`src/rtl/assert_macros.svh`:
```
// assertion macros shared by the select unit modules
// expects i_clk and i_rst_n in the scope of each use
`ifndef ASSERT_MACROS_SVH
`define ASSERT_MACROS_SVH

// property holds at every clock edge out of reset
`define ASSERT_ALWAYS(label, prop, msg) \
    label: assert property (@(posedge i_clk) disable iff (!i_rst_n) (prop)) \
        else $error(msg);

// consequent holds in the same cycle as the antecedent
`define ASSERT_IMPLY(label, pre, post, msg) \
    label: assert property (@(posedge i_clk) disable iff (!i_rst_n) (pre) |-> (post)) \
        else $error(msg);

`endif

```
`src/rtl/uvrls_pkg.sv`:
```
// shared types, codes and constants of the uv region / lasso select unit
// no dependencies
`timescale 1ns / 1ps

package uvrls_pkg;

    // coordinate format, signed fixed point with 16 fraction bits
    localparam int COORD_W = 32;
    localparam int TAG_W = 24;
    localparam int MAX_VERT_DEF = 64;
    localparam int MIN_POLY_VERT = 3;

    // configuration port
    localparam int APB_DW = 32;
    localparam int ADDR_W = 5;
    localparam int REG_IDX_W = 3;

    // register indexes
    localparam logic [REG_IDX_W-1:0] REG_SELECT_MODE = 3'd0;
    localparam logic [REG_IDX_W-1:0] REG_CORNER_A_U = 3'd1;
    localparam logic [REG_IDX_W-1:0] REG_CORNER_A_V = 3'd2;
    localparam logic [REG_IDX_W-1:0] REG_CORNER_B_U = 3'd3;
    localparam logic [REG_IDX_W-1:0] REG_CORNER_B_V = 3'd4;

    // operation codes of an input transaction
    localparam logic [1:0] OP_CLEAR = 2'd0;
    localparam logic [1:0] OP_APPEND = 2'd1;
    localparam logic [1:0] OP_TEST = 2'd2;

    // select modes
    localparam logic MODE_REGION = 1'b0;
    localparam logic MODE_LASSO = 1'b1;

    typedef struct packed {
        logic                      select_mode;
        logic signed [COORD_W-1:0] corner_a_u;
        logic signed [COORD_W-1:0] corner_a_v;
        logic signed [COORD_W-1:0] corner_b_u;
        logic signed [COORD_W-1:0] corner_b_v;
    } t_cfg;

    // controller to datapath
    typedef struct packed {
        logic clear;
        logic append;
        logic start_test;
        logic rd_en;
        logic rd_prime;
        logic load_out;
    } t_dp_cmd;

    // datapath to controller
    typedef struct packed {
        logic busy;
        logic poly_ok;
    } t_dp_sts;

endpackage

```
`src/rtl/uvrls_ctrl.sv`:
```
// controller: accepts transactions, sequences the edge walk, hands off results
// depends on uvrls_pkg and assert_macros.svh
`timescale 1ns / 1ps
`include "assert_macros.svh"

module uvrls_ctrl
    import uvrls_pkg::*;
#(
    parameter int MAX_VERT = MAX_VERT_DEF
) (
    input  logic                          i_clk,
    input  logic                          i_rst_n,
    input  logic                          i_in_valid,
    input  logic [1:0]                    i_opcode,
    input  logic                          i_mode,
    input  logic                          i_out_ready,
    input  t_dp_sts                       i_sts,
    input  logic [$clog2(MAX_VERT+1)-1:0] i_count,
    output logic                          o_in_ready,
    output logic                          o_out_valid,
    output t_dp_cmd                       o_cmd,
    output logic [$clog2(MAX_VERT)-1:0]   o_rd_addr
);

    localparam int AW = $clog2(MAX_VERT);
    localparam int CNTW = $clog2(MAX_VERT + 1);

    typedef enum logic [1:0] {
        ST_IDLE,
        ST_WALK,
        ST_DRAIN,
        ST_FINISH
    } t_state;

    t_state          r_state;
    logic [CNTW-1:0] r_walk;
    logic            r_out_valid;
    logic            accept;
    logic [CNTW-1:0] cnt_m1;
    logic [CNTW-1:0] walk_m1;

    assign o_in_ready = (r_state == ST_IDLE);
    assign accept = i_in_valid && o_in_ready;
    assign cnt_m1 = CNTW'(i_count - 1'b1);
    assign walk_m1 = CNTW'(r_walk - 1'b1);

    // commands to the datapath
    always_comb begin
        o_cmd.clear = accept && (i_opcode == OP_CLEAR);
        o_cmd.append = accept && (i_opcode == OP_APPEND);
        o_cmd.start_test = accept && (i_opcode == OP_TEST);
        o_cmd.rd_en = (r_state == ST_WALK);
        o_cmd.rd_prime = (r_state == ST_WALK) && (r_walk == '0);
        o_cmd.load_out = (r_state == ST_FINISH) && (!r_out_valid || i_out_ready);
        o_rd_addr = (r_walk == '0) ? cnt_m1[AW-1:0] : walk_m1[AW-1:0];
    end

    // state, walk counter and result valid
    always_ff @(posedge i_clk) begin
        if (!i_rst_n) begin
            r_state <= ST_IDLE;
            r_walk <= '0;
            r_out_valid <= 1'b0;
        end else begin
            if (o_cmd.load_out) begin
                r_out_valid <= 1'b1;
            end else if (i_out_ready) begin
                r_out_valid <= 1'b0;
            end
            unique case (r_state)
                ST_IDLE: begin
                    if (o_cmd.start_test) begin
                        r_walk <= '0;
                        if (i_mode == MODE_LASSO && i_sts.poly_ok) begin
                            r_state <= ST_WALK;
                        end else begin
                            r_state <= ST_FINISH;
                        end
                    end
                end
                // first read primes the closing edge vertex, then one edge per cycle
                ST_WALK: begin
                    if (r_walk == i_count) begin
                        r_state <= ST_DRAIN;
                    end else begin
                        r_walk <= CNTW'(r_walk + 1'b1);
                    end
                end
                ST_DRAIN: begin
                    if (!i_sts.busy) begin
                        r_state <= ST_FINISH;
                    end
                end
                ST_FINISH: begin
                    if (o_cmd.load_out) begin
                        r_state <= ST_IDLE;
                    end
                end
                default: begin
                    r_state <= ST_IDLE;
                end
            endcase
        end
    end

    assign o_out_valid = r_out_valid;

    // assertions
    `ASSERT_IMPLY(a_rd_addr_in_poly, o_cmd.rd_en, CNTW'(o_rd_addr) < i_count,
        "walk reads beyond the stored polygon")
    `ASSERT_IMPLY(a_walk_needs_poly, r_state == ST_WALK, i_sts.poly_ok && i_mode == MODE_LASSO,
        "edge walk without a valid lasso")
    `ASSERT_IMPLY(a_finish_after_drain, r_state == ST_FINISH, !i_sts.busy,
        "result taken while edge pipeline still busy")

endmodule

```
`config.mk`:
```
export PLATFORM = sky130hd
export DESIGN_NAME = uvrls_ctrl
export DESIGN_NICKNAME = d
export VERILOG_FILES = /design/src/rtl/uvrls_pkg.sv /design/src/rtl/uvrls_ctrl.sv
export VERILOG_INCLUDE_DIRS = /design/src /design/src/rtl
export SDC_FILE = /design/constraint.sdc
export NUM_CORES = 1
export LEC_CHECK = 0
export ABC_AREA = 1
export BUFFER_PORTS_ARGS = -buffer_cell sky130_fd_sc_hd__buf_2
export CAP_MARGIN = 25
export CORE_MARGIN = 5
export CORE_UTILIZATION = 55
export CTS_BUF_LIST = sky130_fd_sc_hd__clkbuf_2
export CTS_CLUSTER_DIAMETER = 40
export DETAILED_ROUTE_END_ITERATION = 6
export GPL_ROUTABILITY_DRIVEN = 0
export GPL_TIMING_DRIVEN = 0
export PLACE_DENSITY = 0.94
export SYNTH_ARGS = -nofsm -noshare
export SYNTH_HDL_FRONTEND = slang
export SYNTH_SLANG_ARGS = --single-unit
```
`constraint.sdc`:
```
create_clock -name i_clk -period 3.8 [get_ports i_clk]
set_input_delay 0.38 -clock i_clk [delete_from_list [all_inputs] [get_ports i_clk]]
set_output_delay 0.38 -clock i_clk [all_outputs]
set_load 0.02 [all_outputs]
```
==> key figures, run 1 <==
Run status
  • Status: completed

Placed design
  • IO Port Bufs: 29
  • DP HPWL: 1950 um

Critical path
  • Crit path kind: register to output pin
  • Crit path required time: 3420 ps
  • Crit Reg-Reg Endpoint: r_walk[6]$_SDFFE_PN0P_
  • Data arrival time of the worst path: 2210 ps
  • Reg2Reg Depth: 8
  • R2r setup slk: 2100 ps
  • Startpoint Class: register
  • R2r startpoint: r_state[1]$_SDFFE_PN0P_
  • Crit end category: output pin
  • CP max FO: 8

Yosys
  • Synthesized area per cell: 5.99 sq um
  • Syn nets: 189
  • Ys async rst share: 0
  • Cell variety after synth: 20
  • Syn. warnings: 0
  • Ys flop type: dfxtp_1
  • Post-synth EDFFs: 0
  • Seq cells post-synth: 10
  • Ranking of synthesized cells by area: nand2_1, dfxtp_1, inv_1, ha_1, nor2_1
  • Syn Inst Count: 165
  • Post-synthesis sequential area ratio: 0.203
  • Synth top area share: 0.205
  • Post-Synthesis Cell Area: 988 sq um
  • Synth area leader: nand2_1

Timing
  • Final number of hold-violating endpoints: 0
  • Setup TNS Final: 0 ps
  • FMAX: 0.386 GHz
  • Final hold slack: 398 ps
  • Final slew viol count: 0
  • Clock Skew: 8.58 ps
  • RSZ-0062 raised after global routing: no
  • Final Critical Period: 2590 ps
  • Worst slew pin tran: 334 ps
  • Max transition margin: 0.777
  • Period utilization: 0.682
  • Setup violations, final: 0

Floorplanning
  • Initial Util: 0.572
  • # rows: 15
  • Die Y: 52.4 um
  • Core area: 1730 sq um
  • Die area: 2750 sq um
  • I/O pins: 30
  • Width of the chip: 52.4 um

Final layout
  • Final #Nets: 223
  • Antenna cells: 0
  • Area Growth Syn to Fin: 19.4%
  • Multi-input gate area: 683 sq um
  • Layout cells sized above 1: 0.203
  • Filler cells: 166
  • Register area: 200 sq um
  • Commonest non-fill, non-tap cell in the layout: nand2_1
  • Most frequent cells in the layout: nand2_1, buf_2, inv_1, nor2_1, dfxtp_1

Global route
  • Initial antenna violation count: 0
  • Pin count of the biggest net entering global routing: 11
  • Number of global-route vias before repair: 979
  • Routing usage on met3: 0.0256
  • Met1 Track Usage GR: 0.216
  • GRT Residual Overflow: 0
  • Met2 usage: 0.339
  • Total GRT Usage: 0.188
  • First-pass GRT wire length: 3940 um
  • GR peak layer: met2

Power and ir drop
  • Worst vdd ir: 0.000384 V
  • Leak: 0.660 nW
  • Pwr/cell area: 685 nW/um^2

Worst hold path
  • Hold path start: i_out_ready
  • Hold depth: 4
  • Worst Hold Path EP: o_out_valid$_SDFFE_PN0P_
  • Worst hold path type: primary input to register

Clocking
  • Clock Path Buffers: 2
  • CTS tree: done
  • Worst-path clk slew: 100 ps
  • Post-CTS sizing: 0
  • Clk Latency, worst-skew pair: 260 ps
  • H-tree depth: 1
  • CTS Sinks: 10
  • Postcts setup bufs: 0
  • Root buf cell: clkbuf_2
  • CTS hold repair buffers: 0
  • Number of CTS-inserted buffers: 3

Routing
  • 1st-pass router iterations: 5
  • Aggregate routed wire length: 2390 um
  • Iter 0 DRT Violations: 38
  • Routed Antenna Nets: 0
  • Vias/cell: 5.00
  • Via count: 1111
  • # DRC: 0
  • Wire per inst: 10.8 um

Job
  • Max Cap Viol: 0
-- layout make-up --
class	count	area share
multi-input cells	127	0.579
flip-flops and latches	10	0.170
clock buffers	3	0.0127
well taps	25	0.0265
inverters	28	0.0891
repair buffers	29	0.123
-- sequential cells by signal, indices dropped and copies added, names as in the netlist --
register / cells
r_state: 2
o_out_valid: 1
r_walk: 7
-- stage by stage --
step | instance area, sq um | cells | power, mW | worst slack, ps | utilization
2_1_floorplan | 988 | 165 | 0.593 | 1380 | -
3_3_place_gp | 1160 | 219 | 0.727 | 1570 | 0.675
3_5_place_dp | 1160 | 219 | 0.754 | 1490 | 0.675
4_1_cts | 1180 | 222 | 0.812 | 1190 | 0.683
5_1_grt | 1180 | 222 | 0.884 | 1020 | 0.683
6_report | 1180 | 222 | 0.808 | 1210 | 0.683
-- per-layer routing --
layer	wire length, um	part of all wire
met1	1000	0.42
met2	1220	0.51
met3	140	0.059
met4	23	0.0096
met5	0	0
-- worst max-delay path, stage by stage (launching register included) --
cell,delay [ps]
dfxtp_1,360
inv_1,130
ha_1,180
inv_1,50
nor2_1,160
nand3_2,180
o21ai_1,300
ha_1,240
nand2_1,80
xnor2_1,120
buf_2,170
-- worst max-delay path by stage --
stage | start | cells after the start | end
finish | r_walk[0]$_SDFFE_PN0P_ | 10 | o_rd_addr[4]
global route | r_walk[0]$_SDFFE_PN0P_ | 10 | o_rd_addr[4]
CTS | r_walk[0]$_SDFFE_PN0P_ | 10 | o_rd_addr[4]
detailed placement | r_walk[0]$_SDFFE_PN0P_ | 10 | o_rd_addr[4]
global placement | r_walk[0]$_SDFFE_PN0P_ | 11 | o_rd_addr[4]
floorplan | r_walk[0]$_SDFFE_PN0P_ | 9 | o_rd_addr[4]
-- cells in the mapped netlist (2+ instances only) --
library cell / number
nand2_1: 54
inv_1: 28
nor2_1: 20
dfxtp_1: 10
ha_1: 8
nand3_1: 8
a21oi_1: 6
nand4_1: 5
o21ai_0: 4
xnor2_1: 4
nor2_2: 3
o21ai_1: 3
nand3_4: 2
nor3_1: 2
nor3b_1: 2
xor2_1: 2
-- cell families after synthesis --
group	share of synthesized area
multiplexers	0.0114
buffers and inverters	0.106
adder cells (fa/ha/maj)	0.101
XOR/XNOR	0.0532
flip-flops	0.203
AND/OR/NAND/NOR	0.459
AO/OA/AOI/OAI	0.0658
-- where the power goes --
part / total [mW] / switching (mW) / internal (mW)
registers: 0.154 / 0.0271 / 0.127
clock network: 0.0581 / 0.0366 / 0.0215
logic: 0.596 / 0.389 / 0.207
total: 0.808 / 0.453 / 0.355
Power figures use the tool's default switching activity.
==> run 2: changes to the inputs <==
Settings changed: ABC_AREA 1 to 0, CORE_UTILIZATION 55 to 52, PLACE_DENSITY 0.94 to 0.9.
Clock period 3.8 ns to 2.5 ns, I/O delays scaled along.
==> key figures, run 2 <==
Global route
  • Pin count of the biggest net entering global routing: 11
  • GR peak layer: met2
  • Met2 usage: 0.357
  • First-pass GRT wire length: 4480 um
  • Number of global-route vias before repair: 1042
  • Total GRT Usage: 0.211
  • Routing usage on met3: 0.0370
  • Initial antenna violation count: 0
  • GRT Residual Overflow: 0
  • Met1 Track Usage GR: 0.260

Yosys
  • Synth top area share: 0.210
  • Post-synthesis xor/xnor area fraction: 0.0920
  • Syn Inst Count: 123
  • Post-Synthesis Cell Area: 952 sq um
  • Syn nets: 147
  • Post-Synth Simple-Gate Area: 0.273
  • Mux cell area share after synthesis: 0.0526
  • Ys async rst share: 0
  • Compound-Gate Fraction of Synth Area: 0.177
  • Post-synthesis sequential area ratio: 0.210
  • Ranking of synthesized cells by area: dfxtp_1, ha_1, xnor2_1, mux2i_1, o211ai_1
  • Synth area leader: dfxtp_1
  • Syn. warnings: 0
  • Largest family of logic cells by synthesized area: simple AND/OR/NAND/NOR gates
  • Post-synth EDFFs: 0
  • Synthesized area per cell: 7.74 sq um
  • Seq cells post-synth: 10
  • Commonest cells in the netlist: inv_1, nand2_1, dfxtp_1, nor2_1, ha_1
  • Cell variety after synth: 32
  • Ys flop type: dfxtp_1
  • Adder-Cell Fraction of Synth Area: 0.105

Critical path
  • Levels on crit path: 9
  • Crit end category: output pin
  • CP max FO: 10
  • Delay-heaviest family, CP: simple AND/OR/NAND/NOR gates
  • Largest stage delay, worst path: 540 ps
  • Slowest cell on crit path: or4b_4
  • Crit path kind: register to output pin
  • Reg2Reg Depth: 7
  • Crit path required time: 2250 ps
  • Buf/Inv on CP: 2
  • Worst-path cell chain: buf_6 > or4b_4 > nor3_4 > mux2i_2 > ha_4 > nand2_4 > nor3_4 > o32a_1 > buf_6
  • Startpoint Class: register
  • R2r setup slk: 250 ps
  • Data arrival time of the worst path: 2560 ps

Final layout
  • Final cell count without fillers: 186
  • Design area: 1320 sq um
  • Top reg by flops: r_walk
  • Antenna cells: 0
  • Area Growth Syn to Fin: 38.2%
  • Most frequent cells in the layout: buf_2, nand2_1
  • Final Util: 0.762
  • Layout cells sized above 1: 0.373
  • Max reg flops: 7
  • Final #Nets: 187
  • Commonest non-fill, non-tap cell in the layout: buf_2

Floorplanning
  • Width of the chip: 52.8 um
  • I/O pins: 30
  • # rows: 15
  • Die Y: 52.8 um
  • Core area: 1730 sq um
  • Initial Util: 0.551
  • Die area: 2790 sq um

Routing
  • # DRC: 0
  • Iter 0 DRT Violations: 55
  • 1st-pass router iterations: 4
  • Via count: 1102
  • Wire per inst: 15.7 um
  • Vias/cell: 5.92
  • Routed Antenna Nets: 0
  • Aggregate routed wire length: 2920 um

Run status
  • Status: complete, but fails checks
  • Violated checks: setup timing

Clocking
  • CTS Sinks: 10
  • Clock Path Buffers: 2
  • Worst-path clk slew: 100 ps
  • H-tree depth: 1
  • Clk Latency, worst-skew pair: 250 ps
  • Number of CTS-inserted buffers: 3
  • CTS hold repair buffers: 0
  • CTS tree: done
  • Root buf cell: clkbuf_2

Worst hold path
  • Hold depth: 3
  • Worst hold path type: primary input to register

Timing
  • Final slew viol count: 0
  • FMAX: 0.355 GHz
  • Final Critical Period: 2810 ps
  • Period utilization: 1.13
  • Setup ws final: -315 ps
  • RSZ-0062 raised after global routing: yes
  • Final number of hold-violating endpoints: 0
  • Setup violations, final: 5
  • Max transition margin: 0.433
  • Worst slew pin tran: 842 ps
  • Clock Skew: 2.60 ps

Placed design
  • Post-DP Area: 1140 sq um
  • DP HPWL: 1900 um
  • DP Cell Count: 177
  • Dpl ws: -406 ps
  • IO Port Bufs: 29

Power and ir drop
  • Worst vdd ir: 0.000580 V
  • Leak: 0.568 nW
  • Power Total: 0.885 mW
  • Pwr/cell area: 673 nW/um^2

Job
  • Max Cap Viol: 0
run 2: cell count changes after synthesis, sizes merged, moves of 5 or more:
cell    before  now
nand3       11    6
inv         28   11
nand2       54   11
o211ai       0    6
a31oi        0    7
mux2i        0    5
nor2        23    9
or4          0    5
run 2: timing repair:
item | in CTS | in global routing
setup buffers | 5 | 2
gates resized for setup | 20 | 13
cloned | 0 | 0
endpoints found under the setup margin | 6 | 5
pin swaps | 5 | 7
endpoints found under the hold margin | 0 | 0
run 2: cell type report:
| cell class | count | area, sq um |
|---|---|---|
| flip-flops and latches | 10 | 208 |
| multi-input cells | 95 | 751 |
| well taps | 25 | 31.3 |
| clock buffers | 3 | 15.0 |
| repair buffers | 36 | 225 |
| inverters | 11 | 46.3 |
| plain buffers | 6 | 40.0 |
| fillers | 128 | 410 |
run 2: worst paths after layout:
check	from	end
max	r_walk[3]$_SDFFE_PN0P_	o_rd_addr[4]
min	i_rst_n	r_state[1]$_SDFFE_PN0P_
max reg2reg	r_walk[2]$_SDFFE_PN0P_	r_walk[5]$_SDFFE_PN0P_
min reg2reg	r_state[1]$_SDFFE_PN0P_	r_state[1]$_SDFFE_PN0P_
run 2: kinds of logic (layout without fill, tap and decap cells):
logic type               after synthesis  after routing
XOR/XNOR                              10             10
adder cells (fa/ha/maj)                8              8
multiplexers                           5              5
buffers and inverters                 18             56
AND/OR/NAND/NOR                       46             46
flip-flops                            10             10
AO/OA/AOI/OAI                         26             26
run 2: metrics by stage:
step	hold slack, ps	setup TNS (ps)
finish	286	-1090
global route	306	-1450
CTS	282	-1030
detailed placement	506	-769
global placement	489	-361
floorplan	400	-235
run 2: worst min-delay path, stage by stage:
cell and delay [ps]:
buf_2 120, nand2_1 60, mux2i_1 60
run 2: report_power, final:
| group | switching [mW] | internal (mW) |
|---|---|---|
| Sequential | 0.0197 | 0.179 |
| Clock | 0.0539 | 0.0327 |
| Combinational | 0.343 | 0.256 |
| Total | 0.417 | 0.468 |
run 2: routing by layer:
layer	up-vias	share of wire
li1	521	-
met1	528	0.41
met2	44	0.52
met3	9	0.047
met4	0	0.017
met5	-	0
==> run 3: changes to the inputs <==
Settings changed: CORE_MARGIN 5 to 2, CTS_CLUSTER_DIAMETER 40 to unset.
==> key figures, run 3 (synthesis results as in run 2) <==
Critical path
  • Reg2Reg Depth: 7
  • Data arrival time of the worst path: 2560 ps
  • Startpoint Class: register
  • Largest stage delay, worst path: 480 ps
  • Crit end category: output pin
  • Worst-path cell chain: inv_2 > ha_4 > or4b_4 > nor3_4 > buf_6 > mux2i_2 > ha_4 > nand2_2 > o21ai_2 > o32a_1 > buf_6
  • CP max FO: 3
  • Crit path kind: register to output pin
  • R2r setup slk: 210 ps
  • R2r startpoint: r_walk[2]$_SDFFE_PN0P_
  • Slowest cell on crit path: or4b_4
  • Crit Reg-Reg Endpoint: r_state[0]$_SDFFE_PN0P_
  • Crit path required time: 2250 ps

Power and ir drop
  • Leak: 0.576 nW
  • Switching share of total power: 0.472
  • Power Total: 0.894 mW
  • Pwr/cell area: 682 nW/um^2
  • Worst vdd ir: 0.000476 V
  • Clk pwr share: 0.105
  • Comb pwr share: 0.673
  • Register share of total power: 0.222
  • Psw: 0.422 mW
  • Int Power: 0.473 mW

Routing
  • Aggregate routed wire length: 2720 um
  • Routed Antenna Nets: 0
  • Via count: 1091
  • Iter 0 DRT Violations: 38
  • Vias/cell: 5.80
  • # DRC: 0
  • 1st-pass router iterations: 4
  • Wire per inst: 14.4 um

Floorplanning
  • Core area: 1730 sq um
  • Die Y: 46.8 um
  • Width of the chip: 46.8 um
  • # rows: 15
  • I/O pins: 30
  • Die area: 2190 sq um
  • Initial Util: 0.551

Clocking
  • Clk Latency, worst-skew pair: 270 ps
  • CTS Sinks: 10
  • CTS hold repair buffers: 0
  • Number of CTS-inserted buffers: 3
  • CTS tree: done
  • H-tree depth: 1
  • Root buf cell: clkbuf_2
  • Clock Path Buffers: 2
  • Worst-path clk slew: 110 ps

Worst hold path
  • Worst Hold Path EP: r_state[0]$_SDFFE_PN0P_
  • Hold depth: 3
  • Hold path start: i_rst_n
  • Worst hold path type: primary input to register

Global route
  • Met1 Track Usage GR: 0.321
  • Met2 usage: 0.471
  • GR peak layer: met2
  • First-pass GRT wire length: 4130 um
  • Pin count of the biggest net entering global routing: 11
  • Number of global-route vias before repair: 981
  • Initial antenna violation count: 0
  • Routing usage on met3: 0.0346
  • Total GRT Usage: 0.267
  • GRT Residual Overflow: 0

Timing
  • Setup violations, final: 4
  • Period utilization: 1.12
  • Final number of hold-violating endpoints: 0
  • RSZ-0062 raised after global routing: yes
  • Setup ws final: -308 ps
  • Clock Skew: 11.9 ps
  • Max transition margin: 0.402
  • Final slew viol count: 0
  • Final hold slack: 278 ps
  • FMAX: 0.356 GHz
  • Worst slew pin tran: 889 ps
  • Final Critical Period: 2810 ps

Final layout
  • Most frequent cells in the layout: buf_2, nand2_1, buf_4
  • Area Growth Syn to Fin: 37.7%
  • Final #Nets: 189
  • Filler cells: 124
  • Layout cells sized above 1: 0.387
  • Top reg by flops: r_walk
  • Commonest non-fill, non-tap cell in the layout: buf_2
  • Antenna cells: 0
  • Max reg flops: 7

Job
  • Max Cap Viol: 0

Placed design
  • IO Port Bufs: 29
  • DP HPWL: 1790 um

Run status
  • Status: complete, but fails checks
  • Violated checks: setup timing
==> run 3: layer usage <==
| metal | vias up | wire (um) |
|---|---|---|
| met3 | 5 | 217 |
| li1 | 525 | - |
| met1 | 512 | 1060 |
| met2 | 49 | 1400 |
| met5 | - | 0 |
| met4 | 0 | 37 |
==> run 3: power groups by stage <==
| stage | sequential, mW | combinational (mW) | clock (mW) |
|---|---|---|---|
| 2_1_floorplan | 0.201 | 0.347 | 0 |
| 3_3_place_gp | 0.203 | 0.457 | 0 |
| 3_5_place_dp | 0.205 | 0.476 | 0 |
| 4_1_cts | 0.198 | 0.565 | 0.0946 |
| 5_1_grt | 0.200 | 0.646 | 0.101 |
| 6_report | 0.199 | 0.601 | 0.0941 |
==> run 3: worst max-delay path: cells and delay by family, from the launching register on <==
family                     cells  cell delay [ps]
adders and majority gates      2              300
buffers and inverters          3              330
and+or+nand+nor                3              710
muxes                          1              260
AOI/OAI and AO/OA              2              310
DFF                            1              360
==> run 3: area by class of cell <==
type | count | area [sq um] | area share
clock buffer | 3 | 15.0 | 0.0115
multi-input combinational | 95 | 733 | 0.559
inverter | 11 | 43.8 | 0.0334
timing repair buffer | 38 | 240 | 0.183
buffer | 6 | 40.0 | 0.0305
tap | 25 | 31.3 | 0.0239
sequential | 10 | 208 | 0.158
==> run 3: stage by stage <==
step	setup slack (ps)	instances	TNS (ps)	cell area, sq um	utilization
floorplan	-219	123	-235	965	-
global route	-392	188	-1140	1310	0.759
finish	-308	188	-768	1310	0.759
detailed placement	-395	177	-712	1140	0.661
global placement	-280	177	-368	1140	0.661
CTS	-380	187	-1300	1280	0.742
==> run 3: how the worst max path moves through the flow <==
stage          slack (ps)                    from      endpoint  cells past startpoint
6_report             -310  r_walk[1]$_SDFFE_PN0P_  o_rd_addr[4]                     11
5_1_grt              -390  r_walk[1]$_SDFFE_PN0P_  o_rd_addr[4]                     11
3_3_place_gp         -280  r_walk[1]$_SDFFE_PN0P_  o_rd_addr[4]                     11
3_5_place_dp         -390  r_walk[1]$_SDFFE_PN0P_  o_rd_addr[4]                     11
2_1_floorplan        -220  r_walk[1]$_SDFFE_PN0P_  o_rd_addr[4]                     10
4_1_cts              -380  r_walk[1]$_SDFFE_PN0P_  o_rd_addr[5]                     10
==> run 3: what timing repair did <==
action | 4_1_cts | 5_1_grt
resized for setup | 23 | 7
buffers inserted | 8 | 3
endpoints found under the setup margin | 6 | 5
pin swaps | 9 | 5
